File: config.mk
export PLATFORM = sky130hd
export DESIGN_NAME = sws_cell
export DESIGN_NICKNAME = d
export VERILOG_FILES = /design/src/design/sliding_window_percentile_macros.svh /design/src/design/sws_pkg.sv /design/src/design/sws_cell.sv
export SDC_FILE = /design/constraint.sdc
export NUM_CORES = 1
export LEC_CHECK = 0
export ABC_CLOCK_PERIOD_IN_PS = 4600
export BUFFER_PORTS_ARGS = -buffer_cell sky130_fd_sc_hd__buf_4
export CAP_MARGIN = 20
export CORE_MARGIN = 5
export CORE_UTILIZATION = 30
export CTS_BUF_LIST = sky130_fd_sc_hd__clkbuf_4
export DETAILED_ROUTE_END_ITERATION = 7
export PLACE_DENSITY = 0.66
export SYNTH_ARGS = -nofsm -noshare
export SYNTH_HDL_FRONTEND = slang
export SYNTH_SLANG_ARGS = --single-unit
File: constraint.sdc
create_clock -name clock -period 4.6 [get_ports clock]
set_clock_uncertainty 0.2 [all_clocks]
set_input_delay 0 -clock clock [delete_from_list [all_inputs] [get_ports clock]]
set_output_delay 0 -clock clock [all_outputs]
set_load 0.05 [all_outputs]
File: src/design/sliding_window_percentile_macros.svh
// assertion macros for the sliding window percentile block
// no dependencies; included by files that carry concurrent assertions
`ifndef SLIDING_WINDOW_PERCENTILE_MACROS_SVH
`define SLIDING_WINDOW_PERCENTILE_MACROS_SVH

// same-cycle implication, disabled while reset is high
`define SWS_ASSERT_IMPLIES(label, clk, rst, ante, cons, msg) \
   label: assert property (@(posedge clk) disable iff (rst) (ante) |-> (cons)) else $error(msg);

// next-cycle implication, disabled while reset is high
`define SWS_ASSERT_NEXT(label, clk, rst, ante, cons, msg) \
   label: assert property (@(posedge clk) disable iff (rst) (ante) |=> (cons)) else $error(msg);

`endif

File: src/design/sws_pkg.sv
// shared constants and types for the sliding window percentile block
// no dependencies; imported by the interfaces and every module except sws_ram
`timescale 1ns / 1ps

package sws_pkg;

   // storage shape
   localparam int WINDOW_DEPTH = 512;
   localparam int SAMPLE_BITS  = 32;

   // fixed field widths of the channels and registers
   localparam int FIELD_BITS   = 32;
   localparam int FILL_BITS    = 10;
   localparam int LENGTH_BITS  = 10;
   localparam int PERCENT_BITS = 7;
   localparam int STAT_COUNT   = 3;

   localparam int IDX_BITS   = (WINDOW_DEPTH > 1) ? $clog2(WINDOW_DEPTH) : 1;
   localparam int COUNT_BITS = $clog2(WINDOW_DEPTH + 1);

   // rank = floor(product / 100) by reciprocal multiply
   localparam int PROD_BITS   = IDX_BITS + PERCENT_BITS;
   localparam int RECIP_SHIFT = PROD_BITS + 7;
   localparam int RECIP_BITS  = RECIP_SHIFT - 6;
   localparam int SCALED_BITS = PROD_BITS + RECIP_BITS;
   localparam logic [RECIP_BITS-1:0] RECIP =
      RECIP_BITS'(((64'd1 << RECIP_SHIFT) + 64'd99) / 64'd100);

   // two level rank select: groups of cells, then groups
   localparam int LO_BITS     = (IDX_BITS / 2 > 0) ? IDX_BITS / 2 : 1;
   localparam int HI_BITS     = (IDX_BITS - LO_BITS > 0) ? IDX_BITS - LO_BITS : 1;
   localparam int RANK_BITS   = LO_BITS + HI_BITS;
   localparam int GROUP_SIZE  = 2 ** LO_BITS;
   localparam int GROUP_SLOTS = 2 ** HI_BITS;

   localparam logic [PERCENT_BITS-1:0] PERCENT_MAX = PERCENT_BITS'(100);

   // register file
   localparam int CSR_ADDR_BITS = 4;
   localparam int CSR_DATA_BITS = 32;
   localparam logic [1:0] REG_WINDOW_LENGTH  = 2'd0;
   localparam logic [1:0] REG_FIRST_PERCENT  = 2'd1;
   localparam logic [1:0] REG_SECOND_PERCENT = 2'd2;
   localparam logic [1:0] REG_THIRD_PERCENT  = 2'd3;

   localparam logic [LENGTH_BITS-1:0]  WINDOW_LENGTH_RESET  = LENGTH_BITS'(512);
   localparam logic [PERCENT_BITS-1:0] FIRST_PERCENT_RESET  = PERCENT_BITS'(50);
   localparam logic [PERCENT_BITS-1:0] SECOND_PERCENT_RESET = PERCENT_BITS'(95);
   localparam logic [PERCENT_BITS-1:0] THIRD_PERCENT_RESET  = PERCENT_BITS'(99);

   // broadcast to every cell of the sorted chain
   typedef struct packed {
      logic                   evict;
      logic                   insert;
      logic [SAMPLE_BITS-1:0] key;
   } cell_ctrl_type;

endpackage

File: src/design/sws_cell.sv
// one cell of the sorted chain: holds one sample, shifts left on eviction, right on insertion
// depends on sws_pkg
`timescale 1ns / 1ps

module sws_cell (
   input  logic                            clock,
   input  sws_pkg::cell_ctrl_type          ctrl,
   input  logic                            cell_valid,
   input  logic [sws_pkg::SAMPLE_BITS-1:0] left_value,
   input  logic                            left_cmp,
   input  logic [sws_pkg::SAMPLE_BITS-1:0] right_value,
   output logic [sws_pkg::SAMPLE_BITS-1:0] value,
   output logic                            cmp
);
   import sws_pkg::*;

   logic [SAMPLE_BITS-1:0] value_ff;
   logic [SAMPLE_BITS-1:0] value_in;

   // eviction marks every cell at or above the leaving value, insertion those above the key
   always_comb begin
      if (ctrl.evict) begin
         cmp = cell_valid && (value_ff >= ctrl.key);
      end else begin
         cmp = cell_valid && (value_ff > ctrl.key);
      end
   end

   always_comb begin
      value_in = value_ff;
      if (ctrl.evict) begin
         if (cmp) begin
            value_in = right_value;
         end
      end else if (ctrl.insert) begin
         if (left_cmp) begin
            value_in = left_value;
         end else if (!cell_valid || cmp) begin
            value_in = ctrl.key;
         end
      end
   end

   always_ff @(posedge clock) begin
      value_ff <= value_in;
   end

   assign value = value_ff;
endmodule

* Yosys cells after proc, flatten, opt, wreduce, memory -nomap -nowiden
Cells that the tools add are included.
Word-level totals: bits in registers 32, bits of input ports 101, output and inout bits 33, word-level logic and storage cells 17
Operators by class: $lt $le $gt $ge 2, equality and inequality tests 1, muxes and demuxes 6, reduce and logical (&&, ||, !) cells 7
Operators by type and width (number):
- 32-bit two-way mux | 5
- 32-bit greater-or-equal comparator | 1
- 32-bit > comparator | 1
- 3-bit AND reduction | 1
- 3-bit nonzero test | 1
- 1-bit logical AND | 2
- 2-bit by 1-bit != test with 1-bit output (second input constant) | 1
- 2-bit nonzero test | 1
- 1-bit logical NOT | 1
- 1-bit logical OR | 1
- 1-bit two-way mux | 1

* Depth between registers and ports, before layout
Gate-level depths: netlist (run 1).
depth after elaboration 8, depth in mapped cells 7

* Least setup slack after synthesis (run 1)
No wires, ideal clock.
path type register to register, start register value_ff[14] (netlist: value[14]), end register value_ff[0] (netlist: value[0]), enable pin, library setup time 0.425 ns, arrival time 3.268 ns, path slack 0.707 ns, cell stages (with the launch flop) 7, path through edfxtp_1 ha_1 nand4_2 nor4_2 nand3_1 and4_4 a221oi_2
Between the ends: longest elaborated chain between the ends 6, elaborated cells on any way between the ends 9
Ends and longest elaborated chain:
- start, declared | RTL line sws_cell.sv:17 | logic [SAMPLE_BITS-1:0] value_ff;
- start signal, assigned | RTL line sws_cell.sv:45 | value_ff <= value_in;
- 32-bit > comparator or 32-bit greater-or-equal comparator (tied branches) | RTL line sws_cell.sv:25, sws_cell.sv:23
- 1-bit logical AND, on equally long branches | RTL line sws_cell.sv:25, sws_cell.sv:23
- 1-bit two-way mux * | RTL line sws_cell.sv:22 | if (ctrl.evict) begin
- 1-bit logical OR | RTL line sws_cell.sv:38 | end else if (!cell_valid || cmp) begin
- 3-bit nonzero test (no source line)
- 3-bit AND reduction (no source line) *
Mark *: on every way between the ends. The rest lies on a longest branch, timed or not. A chain may end at the register's enable or synchronous reset.

* Worst setup path in the final report (run 1)
start register value_ff[31] (netlist: value[31]), end register value_ff[3] (netlist: value[3]), enable pin
The elaborated chain is that of the path after synthesis.

==> run summary, run 1 <==
Slowest cell on crit path -> a221oi_4
overall power -> 988 µW
Die Wd -> 102 µm
fin area -> 4330 µm²
pwr dens -> 228 nW/µm²
Sw Pwr -> 352 µW
grt total ovfl -> 0
Hold Path Class -> primary input to flop
largest area contributor in the netlist -> edfxtp_1
routed wire length -> 7.83 mm
nets -> 592
status -> complete, no violations
largest net degree at the start of global routing -> 68
Tcrit/Tclk final -> 0.702
post-cts resize count -> 0
slowest stage delay, CP -> 630 ps
combinational power share -> 0.449
Yosys reg bits -> 32
Placer Congestion -> 0.746
root buf cell -> clkbuf_4
vias per inst -> 4.65
synthesized area per cell -> 9.53 µm²
Min-Delay Path Depth -> 3
Peak VDD IR -> 119 µV
drt wl/cell -> 13.9 µm
sequential area share after synthesis -> 0.380
Post-DP Area -> 3630 µm²
initial antenna violation count -> 0
max frequency -> 310 MHz
hold path start -> ctrl[32]
first-pass GRT wire length -> 12.5 mm
Initial DRC Count -> 55
Post-Synthesis Cells -> 265
TritonRoute pass-1 iters -> 4
Largest register FFs -> 32
clk_lat worst skew -> 320 ps
RSZ-0062 raised after global routing -> false
H-tree Lvls -> 2
vias in the first global route -> 2760
via count -> 2630
Max Cap Viol -> 0
I/O pin total -> 134
worst path buffer plus inverter count -> 1
critical path, cell by cell -> ha_1 -> nand4_1 -> nor4_2 -> nand3_1 -> and4_4 -> a221oi_4 -> buf_4
CP max FO -> 20
share of layout cells above drive strength 1 -> 0.326
Post-Synthesis Cell Area -> 2530 µm²
Initial Util -> 0.307
Die Area -> 10400 µm²
clock share of power -> 0.168
hold path endpoint -> value[22]
total clock sinks -> 32
endpoints failing hold -> 0
crit end category -> flop
Final Critical Period -> 3230 ps
slew margin rel. -> 0.517
Die Y -> 102 µm
Max Root-Sink Buffers -> 2
Required @ worst endpoint -> 4410 ps
# diodes -> 0
clock slew at reported path FFs -> 100 ps
unique cell type count in the Yosys netlist -> 32
Syn. warnings -> 0
crit path kind -> flop to flop
CP delay by family, top -> simple AND/OR/NAND/NOR gates
CTS Hold Bufs -> 64
post-route ant nets -> 0
Final setup viols -> 0
Setup TNS -> 0 ps
CTS tree -> yes
Leak Pwr -> 2.11 nW
final slew viol count -> 0
EDFF count, synth -> 32
Slew @ Worst Pin -> 724 ps
Int Power -> 636 µW
Startpoint Class -> flop
post-DP HPWL -> 5.84 mm
Setup Buffers After CTS -> 0
Reg-to-Reg Start -> value[31]
core outline area -> 8220 µm²
top-area cell type share of the netlist area -> 0.380
DRC errors left -> 0
flop2flop setup slack -> 1370 ps
Flop pwr share -> 0.383
Std-Cell Rows -> 33
Worst Path Arrival -> 3040 ps
Sw Share -> 0.356
Top FF cell, synth -> edfxtp_1
Area contributors post-synth -> edfxtp_1 (38%), ha_1 (16%), mux2i_1 (13%), o21ai_0 (7.5%), nand2_1 (5.9%)
Synth Net Count -> 398
number of port buffers -> 133
Area Growth Syn to Fin -> 71.3%
cts bufs inserted -> 5
All-Layer GR Usage -> 0.152
worst-case reg-to-reg path depth -> 7
Synth async-reset ratio -> 0
R2R Path End -> value[3]
==> worst max path at each step <==
stage | startpoint | end | slack (ps) | cells after the start
5_1_grt | value[14] | value[2] | 1130 | 7
2_1_floorplan | value[14] | value[0] | 710 | 6
6_report | value[31] | value[3] | 1370 | 7
3_3_place_gp | value[14] | value[30] | 1420 | 7
3_5_place_dp | value[14] | value[1] | 1310 | 7
4_1_cts | value[14] | value[1] | 1290 | 7
==> metal layers <==
metal,GRT usage,vias up,part of all wire
li1,-,1339,-
met1,0.162,1190,0.38
met2,0.293,89,0.53
met3,0.0434,12,0.077
met4,0.0317,0,0.014
met5,0,-,0
==> power by group through the flow <==
stage	Combinational [mW]	Sequential, mW	Clock [mW]
final	0.443	0.378	0.166
after global routing	0.484	0.382	0.186
after CTS	0.447	0.379	0.174
after detailed placement	0.391	0.386	0
after global placement	0.385	0.383	0
after floorplan	0.137	0.483	0
==> layout make-up <==
cell class / count / area, µm²
sequential: 32 / 961
timing repair buffer: 198 / 1650
inverter: 34 / 128
fill: 749 / 3890
tap: 105 / 131
multi-input combinational: 188 / 1400
clock inverter: 1 / 3.75
clock buffer: 7 / 52.6
==> through the flow <==
| stage | hold slack [ps] | util | std cells | setup WS, ps |
|---|---|---|---|---|
| floorplan | -12.9 | - | 265 | 707 |
| global placement | 85.2 | 0.442 | 493 | 1420 |
| detailed placement | 84.3 | 0.442 | 493 | 1310 |
| CTS | 46.4 | 0.527 | 565 | 1290 |
| global route | 59.0 | 0.527 | 565 | 1130 |
| finish | 54.3 | 0.527 | 565 | 1370 |
==> Yosys cell counts, drive strengths merged, types with 2 or more instances <==
cell	count
and4	2
mux2i	32
nand4	6
ha	32
o21ai	38
buf	3
nor4	3
nor2	5
edfxtp	32
nand2	40
a21oi	13
nand3	3
a221oi	2
inv	34
clkbuf	8
==> cell families (layout without fill, tap and decap cells) <==
logic type,Yosys count,in the layout,synth area share
flops,32,32,0.380
fa+ha+maj,32,32,0.158
compound gates,62,62,0.141
simple gates,62,62,0.125
mux,32,32,0.127
buf+inv,45,240,0.0683
==> worst min-delay path, stage by stage <==
cell and delay [ps]:
buf_4 110, nor2_1 160, a221oi_4 120
==> cell usage in the layout (no fill, tap or decap), types with 2 or more instances in the layout <==
cell type / n
inv_1: 34
a21oi_1: 13
nor4_2: 2
dlygate4sd3_1: 64
edfxtp_1: 32
mux2i_1: 32
clkbuf_4: 7
buf_4: 134
nand4_1: 4
ha_1: 32
nand3_1: 3
nand2_1: 40
nor2_1: 5
o21ai_0: 38
(Power assumes the default switching activity.)
==> run 2, diff against run 1 <==
- ABC_AREA: unset -> 1
- ABC_CLOCK_PERIOD_IN_PS: 4600 -> 2900
- PLACE_DENSITY: 0.66 -> 0.68
- clock period: 4.6 -> 2.9 ns (I/O delays scaled with it)
==> run summary, run 2 <==
slowest stage delay, CP -> 430 ps (-200 ps)
area of the multi-input gates -> 1420 µm² (+0.98%)
Largest register FFs -> 32 (unchanged)
Die Y -> 103 µm (+1.3%)
Post-DP Area -> 3720 µm² (+2.5%)
EDFF count, synth -> 32 (unchanged)
Std-Cell Rows -> 34 (+3.0%)
share of layout cells above drive strength 1 -> 0.324 (-0.00209)
CP delay by family, top -> simple AND/OR/NAND/NOR gates
initial antenna violation count -> 0 (unchanged)
Final setup viols -> 0 (unchanged)
Commonest cells post-synth -> nand2_1 (70), inv_1 (45), edfxtp_1 (32), ha_1 (32)
Post-Synthesis Cells -> 305 (+15%)
Post-Place Setup Slack -> 578 ps (-736 ps)
top-area cell type share of the netlist area -> 0.370 (-0.0104)
slew margin rel. -> 0.602 (+0.0848)
number of port buffers -> 133 (unchanged)
Seq. cell area -> 961 µm² (unchanged)
Setup Buffers After CTS -> 0 (unchanged)
RSZ-0062 raised after global routing -> false
Setup TNS -> 0 ps (unchanged)
DRC errors left -> 0 (unchanged)
All-Layer GR Usage -> 0.150 (-0.00152)
critical path, cell by cell -> ha_1 -> nand2_2 -> nor2_4 -> nand2_2 -> nor2_4 -> nand2_2 -> nand2_1 -> nor2_1 -> nand2_2 -> nand2_2 -> a21oi_4 -> buf_12
crit-path most repeated cell -> nand2_2
Area Growth Syn to Fin -> 70.0%
I/O pin total -> 134 (unchanged)
CTS tree -> yes
largest net degree at the start of global routing -> 62 (-8.8%)
first-pass GRT wire length -> 12.6 mm (+1.4%)
vias per inst -> 4.58 (-1.5%)
Initial Util -> 0.302 (-0.00517)
nets -> 632 (+6.8%)
sequential area share after synthesis -> 0.370 (-0.0104)
Startpoint Class -> flop
unique cell type count in the Yosys netlist -> 19 (-41%)
root buf cell -> clkbuf_4
Tcrit/Tclk final -> 0.805 (+0.103)
Die Wd -> 103 µm (+1.3%)
Placed Cells incl. Taps -> 536 (+8.7%)
vias in the first global route -> 2862 (+3.7%)
Fill cells -> 809 (+8.0%)
# diodes -> 0 (unchanged)
clk_lat worst skew -> 330 ps (about the same)
grt total ovfl -> 0 (unchanged)
fin area -> 4420 µm² (+2.1%)
Die Area -> 10600 µm² (+2.5%)
crit path kind -> flop to flop
pwr dens -> 357 nW/µm² (+56%)
post-DP HPWL -> 5.77 mm (-1.3%)
Worst Path Arrival -> 2150 ps (-890 ps)
Required @ worst endpoint -> 2720 ps (-1690 ps)
cts bufs inserted -> 5 (unchanged)
count leader, synth -> nand2_1
status -> complete, no violations
worst path buffer plus inverter count -> 1 (unchanged)
commonest non-fill, non-tap cell in the layout -> buf_4
synthesized area per cell -> 8.52 µm² (-11%)
Area contributors post-synth -> edfxtp_1 (37%), ha_1 (15%), nand2_1 (10%), o211ai_1 (8.4%), o21a_1 (8.4%)
clock slew at reported path FFs -> 110 ps (about the same)
CP max FO -> 32 (+60%)
post-cts resize count -> 0 (unchanged)
Hold Path Class -> primary input to flop
Post-Synthesis Cell Area -> 2600 µm² (+2.8%)
post-route insts no fill -> 608 (+7.6%)
Slew @ Worst Pin -> 597 ps (-127 ps)
core outline area -> 8590 µm² (+4.6%)
Max Cap Viol -> 0 (unchanged)
Leak Pwr -> 2.10 nW (-0.26%)
post-route ant nets -> 0 (unchanged)
Max Root-Sink Buffers -> 2 (unchanged)
crit end category -> flop
total clock sinks -> 32 (unchanged)
Final WS setup -> 566 ps (-806 ps)
Top FF cell, synth -> edfxtp_1
TritonRoute pass-1 iters -> 4 (unchanged)
Yosys reg bits -> 32 (unchanged)
Initial DRC Count -> 71 (+29%)
via count -> 2787 (+6.0%)
commonest non-fill, non-tap cells in the layout -> buf_4 (135), nand2_1 (70), dlygate4sd3_1 (64)
Slowest cell on crit path -> edfxtp_1
Placer Congestion -> 0.853 (+14%)
Final Critical Period -> 2330 ps (-894 ps)
final slew viol count -> 0 (unchanged)
Syn. warnings -> 0 (unchanged)
drt wl/cell -> 13.1 µm (-5.2%)
largest area contributor in the netlist -> edfxtp_1
Synth async-reset ratio -> 0 (unchanged)
endpoints failing hold -> 0 (unchanged)
routed wire length -> 7.98 mm (+2.0%)
Peak VDD IR -> 158 µV (+33%)
max frequency -> 429 MHz (+38%)
Synth Net Count -> 438 (+10%)
H-tree Lvls -> 2 (unchanged)
-- run 2: cell types whose count changed after synthesis, sizes merged, moves of 6 or more --
cell / change
a21oi: +7
inv: +12
mux2i: -32
nand2: +40
nand4: -6
nor2: +13
o211ai: +28
o21a: +28
o21ai: -35
-- run 2: area by class of cell --
cell class,instances,area share
multi-input combinational,214,0.321
clock buffer,7,0.0119
tap,108,0.0306
sequential,32,0.218
inverter,46,0.0391
clock inverter,1,0.000850
timing repair buffer,200,0.379
-- run 2: repair_timing --
item	4_1_cts	5_1_grt
endpoints found under the setup margin	0	0
hold buffers	64	0
hold endpoints to repair	32	0
-- run 2: worst register-to-register path, delay by kind of cell, from the launching register on --
| kind | cells | cell delay (ps) |
|---|---|---|
| buffers and inverters | 1 | 230 |
| adders and majority gates | 1 | 330 |
| DFF | 1 | 430 |
| AOI/OAI and AO/OA | 1 | 140 |
| and+or+nand+nor | 9 | 700 |
-- run 2: worst paths after layout --
path	from	to	slack [ps]	depth (start not counted)
setup / recovery	value[31]	value[4]	570	12
hold / removal	ctrl[32]	value[20]	130	4
setup reg to reg	value[31]	value[4]	570	12
hold reg to reg	value[27]	value[20]	1210	10
-- run 2: per-stage QoR --
stage | total power, mW | hold slack (ps) | utilization
6_report | 1.58 | 133 | 0.514
5_1_grt | 1.69 | 119 | 0.514
4_1_cts | 1.60 | 119 | 0.514
3_5_place_dp | 1.23 | 74.7 | 0.433
3_3_place_gp | 1.22 | 77.8 | 0.433
2_1_floorplan | 0.990 | -13.9 | -
-- run 2: cells by family (layout without fill, tap and decap cells) --
logic type               after synthesis  count (layout)  synth area share
AO/OA/AOI/OAI                         83              83             0.219
adder cells (fa/ha/maj)               32              32             0.154
buffers and inverters                 59             254            0.0872
flip-flops                            32              32             0.370
AND/OR/NAND/NOR                       99              99             0.170
-- run 2: where the power goes --
part           internal [mW]  switching [mW]  total (mW)
clock network          0.112           0.154       0.266
registers              0.569          0.0248       0.594
logic                  0.331           0.385       0.716
total                   1.01           0.564        1.58
-- run 2: per-layer routing --
layer / vias up / wire length (µm) / GRT usage
met5: - / 0 / 0
met4: 0 / 87 / 0.0378
met3: 9 / 634 / 0.0433
met2: 102 / 3990 / 0.274
met1: 1254 / 3270 / 0.172
li1: 1422 / - / -
