**src/design/sliding_window_percentile_macros.svh**
```systemverilog
// assertion macros for the sliding window percentile block
// no dependencies; included by files that carry concurrent assertions
`ifndef SLIDING_WINDOW_PERCENTILE_MACROS_SVH
`define SLIDING_WINDOW_PERCENTILE_MACROS_SVH

// same-cycle implication, disabled while reset is high
`define SWS_ASSERT_IMPLIES(label, clk, rst, ante, cons, msg) \
   label: assert property (@(posedge clk) disable iff (rst) (ante) |-> (cons)) else $error(msg);

// next-cycle implication, disabled while reset is high
`define SWS_ASSERT_NEXT(label, clk, rst, ante, cons, msg) \
   label: assert property (@(posedge clk) disable iff (rst) (ante) |=> (cons)) else $error(msg);

`endif

```
**src/design/sws_pkg.sv**
```systemverilog
// shared constants and types for the sliding window percentile block
// no dependencies; imported by the interfaces and every module except sws_ram
`timescale 1ns / 1ps

package sws_pkg;

   // storage shape
   localparam int WINDOW_DEPTH = 512;
   localparam int SAMPLE_BITS  = 32;

   // fixed field widths of the channels and registers
   localparam int FIELD_BITS   = 32;
   localparam int FILL_BITS    = 10;
   localparam int LENGTH_BITS  = 10;
   localparam int PERCENT_BITS = 7;
   localparam int STAT_COUNT   = 3;

   localparam int IDX_BITS   = (WINDOW_DEPTH > 1) ? $clog2(WINDOW_DEPTH) : 1;
   localparam int COUNT_BITS = $clog2(WINDOW_DEPTH + 1);

   // rank = floor(product / 100) by reciprocal multiply
   localparam int PROD_BITS   = IDX_BITS + PERCENT_BITS;
   localparam int RECIP_SHIFT = PROD_BITS + 7;
   localparam int RECIP_BITS  = RECIP_SHIFT - 6;
   localparam int SCALED_BITS = PROD_BITS + RECIP_BITS;
   localparam logic [RECIP_BITS-1:0] RECIP =
      RECIP_BITS'(((64'd1 << RECIP_SHIFT) + 64'd99) / 64'd100);

   // two level rank select: groups of cells, then groups
   localparam int LO_BITS     = (IDX_BITS / 2 > 0) ? IDX_BITS / 2 : 1;
   localparam int HI_BITS     = (IDX_BITS - LO_BITS > 0) ? IDX_BITS - LO_BITS : 1;
   localparam int RANK_BITS   = LO_BITS + HI_BITS;
   localparam int GROUP_SIZE  = 2 ** LO_BITS;
   localparam int GROUP_SLOTS = 2 ** HI_BITS;

   localparam logic [PERCENT_BITS-1:0] PERCENT_MAX = PERCENT_BITS'(100);

   // register file
   localparam int CSR_ADDR_BITS = 4;
   localparam int CSR_DATA_BITS = 32;
   localparam logic [1:0] REG_WINDOW_LENGTH  = 2'd0;
   localparam logic [1:0] REG_FIRST_PERCENT  = 2'd1;
   localparam logic [1:0] REG_SECOND_PERCENT = 2'd2;
   localparam logic [1:0] REG_THIRD_PERCENT  = 2'd3;

   localparam logic [LENGTH_BITS-1:0]  WINDOW_LENGTH_RESET  = LENGTH_BITS'(512);
   localparam logic [PERCENT_BITS-1:0] FIRST_PERCENT_RESET  = PERCENT_BITS'(50);
   localparam logic [PERCENT_BITS-1:0] SECOND_PERCENT_RESET = PERCENT_BITS'(95);
   localparam logic [PERCENT_BITS-1:0] THIRD_PERCENT_RESET  = PERCENT_BITS'(99);

   // broadcast to every cell of the sorted chain
   typedef struct packed {
      logic                   evict;
      logic                   insert;
      logic [SAMPLE_BITS-1:0] key;
   } cell_ctrl_type;

endpackage

```
**src/design/sws_rank.sv**
```systemverilog
// rank unit: floor((count-1) * percent / 100), percent saturated at 100, in two registered multiply steps
// depends on sws_pkg
`timescale 1ns / 1ps

module sws_rank (
   input  logic                             clock,
   input  logic [sws_pkg::IDX_BITS-1:0]     count_m1,
   input  logic [sws_pkg::PERCENT_BITS-1:0] percent,
   input  logic                             load_product,
   input  logic                             load_rank,
   output logic [sws_pkg::RANK_BITS-1:0]    rank
);
   import sws_pkg::*;

   logic [PERCENT_BITS-1:0] percent_sat;
   logic [PROD_BITS-1:0]    product_ff;
   logic [SCALED_BITS-1:0]  scaled;
   logic [RANK_BITS-1:0]    rank_ff;

   assign percent_sat = (percent > PERCENT_MAX) ? PERCENT_MAX : percent;
   assign scaled      = SCALED_BITS'(product_ff) * SCALED_BITS'(RECIP);

   always_ff @(posedge clock) begin
      if (load_product) begin
         product_ff <= PROD_BITS'(count_m1) * PROD_BITS'(percent_sat);
      end
      if (load_rank) begin
         rank_ff <= scaled[RECIP_SHIFT +: RANK_BITS];
      end
   end

   assign rank = rank_ff;
endmodule

```
**config.mk**
```make
export PLATFORM = sky130hd
export DESIGN_NAME = sws_rank
export DESIGN_NICKNAME = d
export VERILOG_FILES = /design/src/design/sliding_window_percentile_macros.svh /design/src/design/sws_pkg.sv /design/src/design/sws_rank.sv
export SDC_FILE = /design/constraint.sdc
export NUM_CORES = 1
export LEC_CHECK = 0
export BUFFER_PORTS_ARGS = -buffer_cell sky130_fd_sc_hd__buf_4
export CORE_MARGIN = 2
export CORE_UTILIZATION = 40
export DETAILED_ROUTE_END_ITERATION = 6
export PLACE_DENSITY_LB_ADDON = 0.1
export SLEW_MARGIN = 15
export SYNTH_ARGS = -nofsm -noshare
export SYNTH_HDL_FRONTEND = slang
export SYNTH_SLANG_ARGS = --single-unit
```
**constraint.sdc**
```tcl
create_clock -name clock -period 7.1 [get_ports clock]
set_clock_uncertainty 0.1 [all_clocks]
set_input_delay 0.355 -clock clock [delete_from_list [all_inputs] [get_ports clock]]
set_output_delay 0.355 -clock clock [all_outputs]
set_load 0.005 [all_outputs]
```
==> Word-level counts from Yosys, hierarchy flattened <==
Index checks and enable logic that the tools add are counted.
{ "classes": {"muxes": 1, "order_cmp": 1, "multipliers": 2} }
{ "ops": {"columns": ["op", "count"], "rows": [
  ["multiplier 16 x 17 -> 32 bit, second input constant", 1],
  ["multiplier 9 x 7 -> 16 bit", 1],
  ["greater-than comparator 7 bit, second input constant", 1],
  ["2-to-1 mux 7 bit", 1]
]} }
{ "word_totals": {"inputBits": 19, "word_cells": 6, "reg_bits": 25} }

==> Logic depth before layout (Yosys ltp) <==
Gate-level depths: netlist of run 1.
{ "logic_depth": {"depth_word": 3, "depth_mapped": 21, "depth_no_buf": 20} }

==> Worst setup path after synthesis of run 1 <==
Ideal clock, no wire load.
{ "synth_path": {"path_kind": "register to register", "start": "register product_ff[5]", "end": "register rank_ff[5], in the netlist rank[5], data pin", "setup_ps": 159, "period_less_slack_ps": 5701, "stages_incl_launch_ff": 18, "t_arrival_ps": 5442, "required_ps": 6841, "setup_slack_ps": 1399, "path_cell_list": "edfxtp_1 fa_1 fa_1 inv_1 fa_1 inv_1 fa_1 fa_1 inv_1 fa_1 inv_1 ha_1 nand2_1 or3_4 or4_1 o31a_1 a211o_1 o2111ai_2"} }
{ "synth_between": {"elab_chain_cells": 1} }
{ "synth_rtl": {"columns": ["element", "line", "text"], "rows": [
  ["start: declaration", "sws_rank.sv:16", "logic [PROD_BITS-1:0] product_ff;"],
  ["start signal: assignment", "sws_rank.sv:25", "product_ff <= PROD_BITS'(count_m1) * PROD_BITS'(percent_sat);"],
  ["multiplier 16 x 17 -> 32 bit", "sws_rank.sv:21", "assign scaled = SCALED_BITS'(product_ff) * SCALED_BITS'(RECIP);"],
  ["via scaled[28]", "sws_rank.sv:17", "logic [SCALED_BITS-1:0] scaled;"],
  ["end signal: assignment", "sws_rank.sv:28", "rank_ff <= scaled[RECIP_SHIFT +: RANK_BITS];"],
  ["end: declaration", "sws_rank.sv:18", "logic [RANK_BITS-1:0] rank_ff;"]
]} }
The timed path passes the listed nets, and every way through them passes these cells.
A chain may end at the register's enable or synchronous reset.

==> Final worst setup path of run 1 <==
{ "layout_path": {"start": "register product_ff[10]", "end": "register rank_ff[5], in the netlist rank[5], data pin"} }
Same word-level chain as after synthesis.

==> metrics.csv, run 1 <==
metric;value;unit
status;complete, no violations;
DR WL/cell;15.0;um
post-synthesis mux area share;0;
final setup vio count;0;
Hold Crit Start;load_rank;
Rows;51;
Initial DRC Count;116;
layout cells sized above 1;0.0471;
top cell type's share of synthesized area;0.333;
post-synthesis xor/xnor area fraction;0.0269;
CTS Buf Count;3;
Hold Crit Class;input port to register;
DP Area;8320;um2
CTS Hold Buffers Added;0;
Worst path slowest cell;fa_1;
delay-heaviest family, CP;adder cells;
PortBufs;27;
Critical R2R Capture;rank[5];
die area;20700;um2
Setup Buffers After CTS;0;
M1 GR Usage;0.211;
syn_area_per_cell;9.70;um2
Crit path buffers/inverters;2;
routing usage on met3;0.0120;
overall routing resource usage;0.170;
Fmax;163;MHz
IO Pins;28;
largest family of logic cells by synthesized area;adder cells;
worst skew pair latency;270;ps
final estimated routing congestion in global placement;0.890;
RSZ-0062 raised after global routing;no;
Crit path arrival time;6160;ps
CP cell instances;fa_1, fa_1, inv_1, fa_1, inv_1, fa_1, fa_1, fa_1, ha_1, nand3_1, or3_4, or4_1, o31a_1, a211o_1, o2111ai_2;
GR Util met2;0.316;
largest net degree at the start of global routing;18;
Worst EP required;7120;ps
CP Class;register to register;
commonest non-fill, non-tap cell in the layout;inv_1;
worst-path maximum fanout;5;
Synth Area in Compound Gates;0.0724;
Clock transition at path regs;70;ps
gr busiest metal;met2;
root buffer cell;clkbuf_16;
Post-route DRC;0;
design area;8400;um2
Post-DRT Antenna Nets;0;
Crit. End Element;register;
Most common cell on crit path;fa_1;
Hold Path End;rank[2];
post-synthesis register bit count;25;
Slew Viols, Final;0;
Vias;5207;
vias in the first global route;5744;
die width;144;um
Final nets;1143;
post-synthesis cell count;807;
CTS resizes;0;
Area Growth Syn to Fin;7.37;%
Sink Count;25;
CORE AREA;19300;um2
Final min period;6150;ps
fin crit share;0.866;
fin util;0.435;
Syn. warnings;0;
initial antenna violation count;0;
R2R cell count;15;
Adder-Cell Fraction of Synth Area;0.596;
Total Routed Length;16400;um
worst reg-to-reg setup slack;950;ps
CTS H-Tree Depth;1;
synth top area cells;fa_1, ha_1, inv_1, edfxtp_1, and2_1;
Slew headroom;0.515;
most frequent cells in the layout;inv_1, ha_1, fa_1;
filler instances;1926;
final hold slack;272;ps
Die Ht;144;um
CTS tree;done;
Setup TNS;0;ps
HPWL Detailed;14900;um
post-synthesis cell type count;42;
number of diodes;0;
Synth area leader;fa_1;
CTS max path bufs;2;
Hold Crit Depth;1;
first-pass GRT wire length;27700;um
Final Hold Fails;0;
post-synthesis simple-gate area fraction;0.0953;
remaining global-route overflow;0;
Mapped Area;7830;um2
Avg Vias per Cell;4.76;
maxcap violations;0;
worst r2r src;product_ff[10];
CP max stage delay;640;ps
synthesized net count;1121;
Critical Path Start Type;register;
Initial Util;0.405;
sequential share of the synthesized area;0.0959;
DR pass1 iterations;4;
Slew @ Worst Pin;721;ps
-- cells in the mapped netlist --
| cell type | instances |
|---|---|
| a2111oi_0 | 2 |
| a211o_1 | 1 |
| a211o_2 | 1 |
| a211oi_1 | 6 |
| a21boi_0 | 2 |
| a21o_1 | 14 |
| a21oi_1 | 29 |
| a311oi_1 | 1 |
| a31o_2 | 1 |
| a31oi_1 | 3 |
| and2_1 | 34 |
| and3_1 | 16 |
| and4_1 | 1 |
| clkbuf_1 | 10 |
| edfxtp_1 | 25 |
| fa_1 | 130 |
| ha_1 | 165 |
| inv_1 | 226 |
| nand2_1 | 33 |
| nand2_2 | 1 |
| nand2b_1 | 1 |
| nand3_1 | 9 |
| nand4_1 | 9 |
| nor2_1 | 16 |
| nor2b_1 | 6 |
| nor3_1 | 5 |
| nor3b_1 | 1 |
| nor4_1 | 2 |
| o2111ai_2 | 1 |
| o21a_1 | 3 |
| o21ai_0 | 12 |
| o21bai_1 | 3 |
| o2bb2ai_1 | 1 |
| o31a_1 | 1 |
| o31ai_1 | 5 |
| o41ai_1 | 1 |
| or2_2 | 3 |
| or3_1 | 1 |
| or3_4 | 1 |
| or4_1 | 1 |
| xnor2_1 | 14 |
| xor2_1 | 10 |
-- flip-flops by register name, indices dropped and copies added (netlist names) --
| name | cells |
|---|---|
| product_ff | 16 |
| rank | 9 |
-- worst register-to-register path, cell delays in order, from the launching register on --
cell	delay (ps)
edfxtp_1	520
fa_1	640
fa_1	550
inv_1	50
fa_1	470
inv_1	50
fa_1	480
fa_1	520
fa_1	410
ha_1	390
nand3_1	130
or3_4	400
or4_1	480
o31a_1	390
a211o_1	330
o2111ai_2	80
-- final cells by class --
cell class                      instances  area, um2  share of cell area
Sequential cell                        25        751              0.0893
Inverter                              226        848               0.101
Multi-Input combinational cell        546       6190               0.737
Tap cell                              265        332              0.0395
Clock buffer                            3       75.1             0.00893
Timing Repair Buffer                   27        203              0.0241
Clock inverter                          1       5.00            0.000596
-- kinds of logic after synthesis --
| kind of cell | after synthesis |
|---|---|
| AND/OR/NAND/NOR | 140 |
| adder cells (fa/ha/maj) | 295 |
| AO/OA/AOI/OAI | 87 |
| XOR/XNOR | 24 |
| buffers and inverters | 236 |
| flip-flops | 25 |
-- worst max-delay path by stage --
| stage | from | endpoint | slack, ps | depth (start not counted) |
|---|---|---|---|---|
| 2_1_floorplan | product_ff[5] | rank[5] | 1400 | 17 |
| 3_3_place_gp | product_ff[10] | rank[5] | 1060 | 15 |
| 3_5_place_dp | product_ff[10] | rank[5] | 990 | 15 |
| 4_1_cts | product_ff[10] | rank[5] | 950 | 15 |
| 5_1_grt | product_ff[4] | rank[3] | 680 | 18 |
| 6_report | product_ff[10] | rank[5] | 950 | 15 |
-- layer usage --
layer	vias to the layer above	share of wire
li1	2601	-
met5	-	0
met2	74	0.50
met3	28	0.019
met4	0	0.024
met1	2504	0.46
-- per-stage QoR --
step / worst slack, ps / std cells
finish: 952 / 1093
global route: 678 / 1093
CTS: 952 / 1093
detailed placement: 992 / 1089
global placement: 1060 / 1089
floorplan: 1400 / 807
Power of run 1 is left out: the tool's default activity adds up to more than one toggle a clock period on the data nets, which glitch-free logic cannot reach.
==> run 2, diff against run 1 <==
--- a/config.mk
+++ b/config.mk
@@ -6,9 +6,12 @@
 export NUM_CORES = 1
 export LEC_CHECK = 0
 export BUFFER_PORTS_ARGS = -buffer_cell sky130_fd_sc_hd__buf_4
+export CELL_PAD_IN_SITES_DETAIL_PLACEMENT = 1
+export CELL_PAD_IN_SITES_GLOBAL_PLACEMENT = 1
 export CORE_MARGIN = 2
 export CORE_UTILIZATION = 40
 export DETAILED_ROUTE_END_ITERATION = 6
+export MAX_ROUTING_LAYER = met4
 export PLACE_DENSITY_LB_ADDON = 0.1
 export SLEW_MARGIN = 15
 export SYNTH_ARGS = -nofsm -noshare
==> metrics.csv, run 2 (synthesis gave the netlist of run 1 again) <==
metric;value;unit
Sink Count;25;
Final nets;1143;
final estimated routing congestion in global placement;0.880;
Vias;5284;
CTS tree;done;
GR Util met2;0.348;
M1 GR Usage;0.227;
CTS H-Tree Depth;1;
Fmax;160;MHz
Post-DRT Antenna Nets;0;
CP Class;register to register;
layout cells sized above 1;0.0471;
worst-path maximum fanout;7;
Initial DRC Count;100;
Die Ht;144;um
Hold Crit Class;input port to register;
Slew headroom;0.477;
CORE AREA;19300;um2
design area;8410;um2
Crit. End Element;register;
CTS resizes;0;
IO Pins;28;
max FFs per register;16;
Rows;51;
remaining global-route overflow;0;
Slew Viols, Final;0;
initial antenna violation count;0;
HPWL Detailed;16300;um
RSZ-0062 raised after global routing;no;
die area;20700;um2
overall routing resource usage;0.188;
root buffer cell;clkbuf_16;
Total Routed Length;17700;um
Critical Path Start Type;register;
Avg Vias per Cell;4.83;
PortBufs;27;
DP Area;8320;um2
Worst EP required;7020;ps
DR WL/cell;16.2;um
Area Growth Syn to Fin;7.40;%
Clock transition at path regs;80;ps
Slew @ Worst Pin;777;ps
number of diodes;0;
DR pass1 iterations;4;
filler instances;2237;
CTS Buf Count;3;
Post-route DRC;0;
CTS max path bufs;2;
most frequent cells in the layout;inv_1, ha_1, fa_1;
first-pass GRT wire length;29600;um
routing usage on met3;0.0127;
maxcap violations;0;
largest net degree at the start of global routing;18;
Crit path arrival time;6160;ps
worst skew pair latency;270;ps
Setup TNS;0;ps
Setup Buffers After CTS;0;
fin util;0.435;
status;complete, no violations;
CTS Hold Buffers Added;0;
final setup vio count;0;
commonest non-fill, non-tap cell in the layout;inv_1;
fin crit share;0.878;
Final min period;6230;ps
Top reg by flops;product_ff;
die width;144;um
Initial Util;0.405;
Final Hold Fails;0;
vias in the first global route;5966;
gr busiest metal;met2;
## run 2: changes by cell type in the layout (fill, tap and decap cells not counted)
cell,before,now
clkinv_2,1,0
clkinvlp_4,0,1
## run 2: final cells by class
class / count / area (um2) / area share
multi-input combinational: 546 / 6190 / 0.736
sequential: 25 / 751 / 0.0893
clock buffer: 3 / 75.1 / 0.00893
tap: 265 / 332 / 0.0394
clock inverter: 1 / 7.51 / 0.000893
inverter: 226 / 848 / 0.101
timing repair buffer: 27 / 203 / 0.0241
## run 2: critical path, cell delays in order (launching register included)
cell and delay (ps):
edfxtp_1 520, fa_1 560, fa_1 550, inv_1 60, fa_1 520, inv_1 60, fa_1 490, fa_1 490
inv_1 50, fa_1 470, inv_1 40, ha_1 320, a21oi_1 190, o21ai_0 100, a311oi_1 310, nor3_1 80
nor4_1 660, o21ai_0 250, xor2_1 180
## run 2: per-stage QoR
step	setup WS, ps	instances	hold WS (ps)
global route	592	1093	282
finish	866	1093	270
global placement	1020	1089	560
floorplan	1400	807	367
detailed placement	968	1089	561
CTS	946	1093	275
## run 2: worst paths after layout
check,from,endpoint,slack [ps],cells after the start
max,product_ff[5],rank[3],870,18
min,load_rank,rank[0],270,1
max reg2reg,product_ff[5],rank[3],870,18
min reg2reg,product_ff[15],rank[8],880,3
## run 2: per-layer routing
layer  wire length (um)  up-vias
met3                259       20
met2               9210       62
met4                320        0
met1               7900     2607
met5                  0        -
li1                   -     2595
Power of run 2 is left out for the same reason.
==> run 3, diff against run 2 <==
--- a/config.mk
+++ b/config.mk
@@ -8,7 +8,7 @@
 export BUFFER_PORTS_ARGS = -buffer_cell sky130_fd_sc_hd__buf_4
 export CELL_PAD_IN_SITES_DETAIL_PLACEMENT = 1
 export CELL_PAD_IN_SITES_GLOBAL_PLACEMENT = 1
-export CORE_MARGIN = 2
+export CORE_MARGIN = 5
 export CORE_UTILIZATION = 40
 export DETAILED_ROUTE_END_ITERATION = 6
 export MAX_ROUTING_LAYER = met4
==> metrics.csv, run 3 (synthesis gave the netlist of run 1 again) <==
metric;value;unit
status;complete, no violations;
HPWL Detailed;16300;um
number of diodes;0;
Clock transition at path regs;70;ps
DR pass1 iterations;4;
Critical Path Start Type;register;
CTS max path bufs;2;
RSZ-0062 raised after global routing;no;
final setup vio count;0;
Slew @ Worst Pin;787;ps
Sink Count;25;
remaining global-route overflow;0;
Setup TNS;0;ps
Vias;5298;
root buffer cell;clkbuf_16;
Slew Viols, Final;0;
Post-DRT Antenna Nets;0;
DR WL/cell;16.3;um
first-pass GRT wire length;30700;um
Final min period;6300;ps
Fmax;159;MHz
Initial DRC Count;174;
layout cells sized above 1;0.0471;
Area Growth Syn to Fin;7.40;%
Final nets;1143;
Die Ht;150;um
die width;150;um
CTS Buf Count;3;
worst skew pair latency;270;ps
fin crit share;0.888;
Crit. End Element;register;
GR Util met2;0.326;
Post-route DRC;0;
Top reg by flops;product_ff;
Worst EP required;7020;ps
overall routing resource usage;0.176;
worst-path maximum fanout;6;
CORE AREA;19300;um2
initial antenna violation count;0;
Setup Buffers After CTS;0;
Hold Crit Class;input port to register;
commonest non-fill, non-tap cell in the layout;inv_1;
largest net degree at the start of global routing;18;
CTS tree;done;
Final Hold Fails;0;
Slew headroom;0.470;
maxcap violations;0;
Crit path arrival time;6220;ps
die area;22500;um2
CP Class;register to register;
max FFs per register;16;
CTS H-Tree Depth;1;
final estimated routing congestion in global placement;0.874;
PortBufs;27;
gr busiest metal;met2;
CTS Hold Buffers Added;0;
Avg Vias per Cell;4.85;
IO Pins;28;
Rows;51;
vias in the first global route;6156;
Initial Util;0.405;
M1 GR Usage;0.210;
CTS resizes;0;
most frequent cells in the layout;inv_1, ha_1, fa_1;
Total Routed Length;17900;um
routing usage on met3;0.0115;
[run 3: worst paths after layout]
check        cells past startpoint           start  slack (ps)       to
max                             18  product_ff[14]         800  rank[3]
min                              1       load_rank         270  rank[0]
max reg2reg                     18  product_ff[14]         800  rank[3]
min reg2reg                      3  product_ff[15]         880  rank[8]
[run 3: routing by layer]
| metal | vias to the layer above | wire length (um) |
|---|---|---|
| li1 | 2603 | - |
| met1 | 2614 | 7810 |
| met2 | 61 | 9330 |
| met3 | 20 | 283 |
| met4 | 0 | 435 |
| met5 | - | 0 |
[run 3: layout make-up]
cell class	instances	area, um2
tap	265	332
clock buffer	3	75.1
timing repair buffer	27	203
sequential	25	751
inverter	226	848
clock inverter	1	7.51
multi-input combinational	546	6190
fill	2245	10900
[run 3: worst max-delay path, stage by stage (launching register included)]
cell      delay (ps)
edfxtp_1         520
inv_1            140
fa_1             650
fa_1             450
inv_1            100
fa_1             430
fa_1             460
fa_1             500
inv_1             50
fa_1             470
inv_1             40
ha_1             320
a21oi_1          200
o21ai_0          130
a311oi_1         320
nor3_1            80
nor4_1           660
o21ai_0          250
xor2_1           190
[run 3: stage by stage]
| stage | cell area (um2) | setup WS (ps) | util | hold WS [ps] | std cells |
|---|---|---|---|---|---|
| final | 8410 | 796 | 0.435 | 271 | 1093 |
| after global routing | 8410 | 649 | 0.435 | 266 | 1093 |
| after CTS | 8410 | 878 | 0.435 | 270 | 1093 |
| after detailed placement | 8320 | 896 | 0.430 | 559 | 1089 |
| after global placement | 8320 | 1030 | 0.430 | 561 | 1089 |
| after floorplan | 7830 | 1400 | - | 367 | 807 |
Power of run 3 is left out for the same reason.
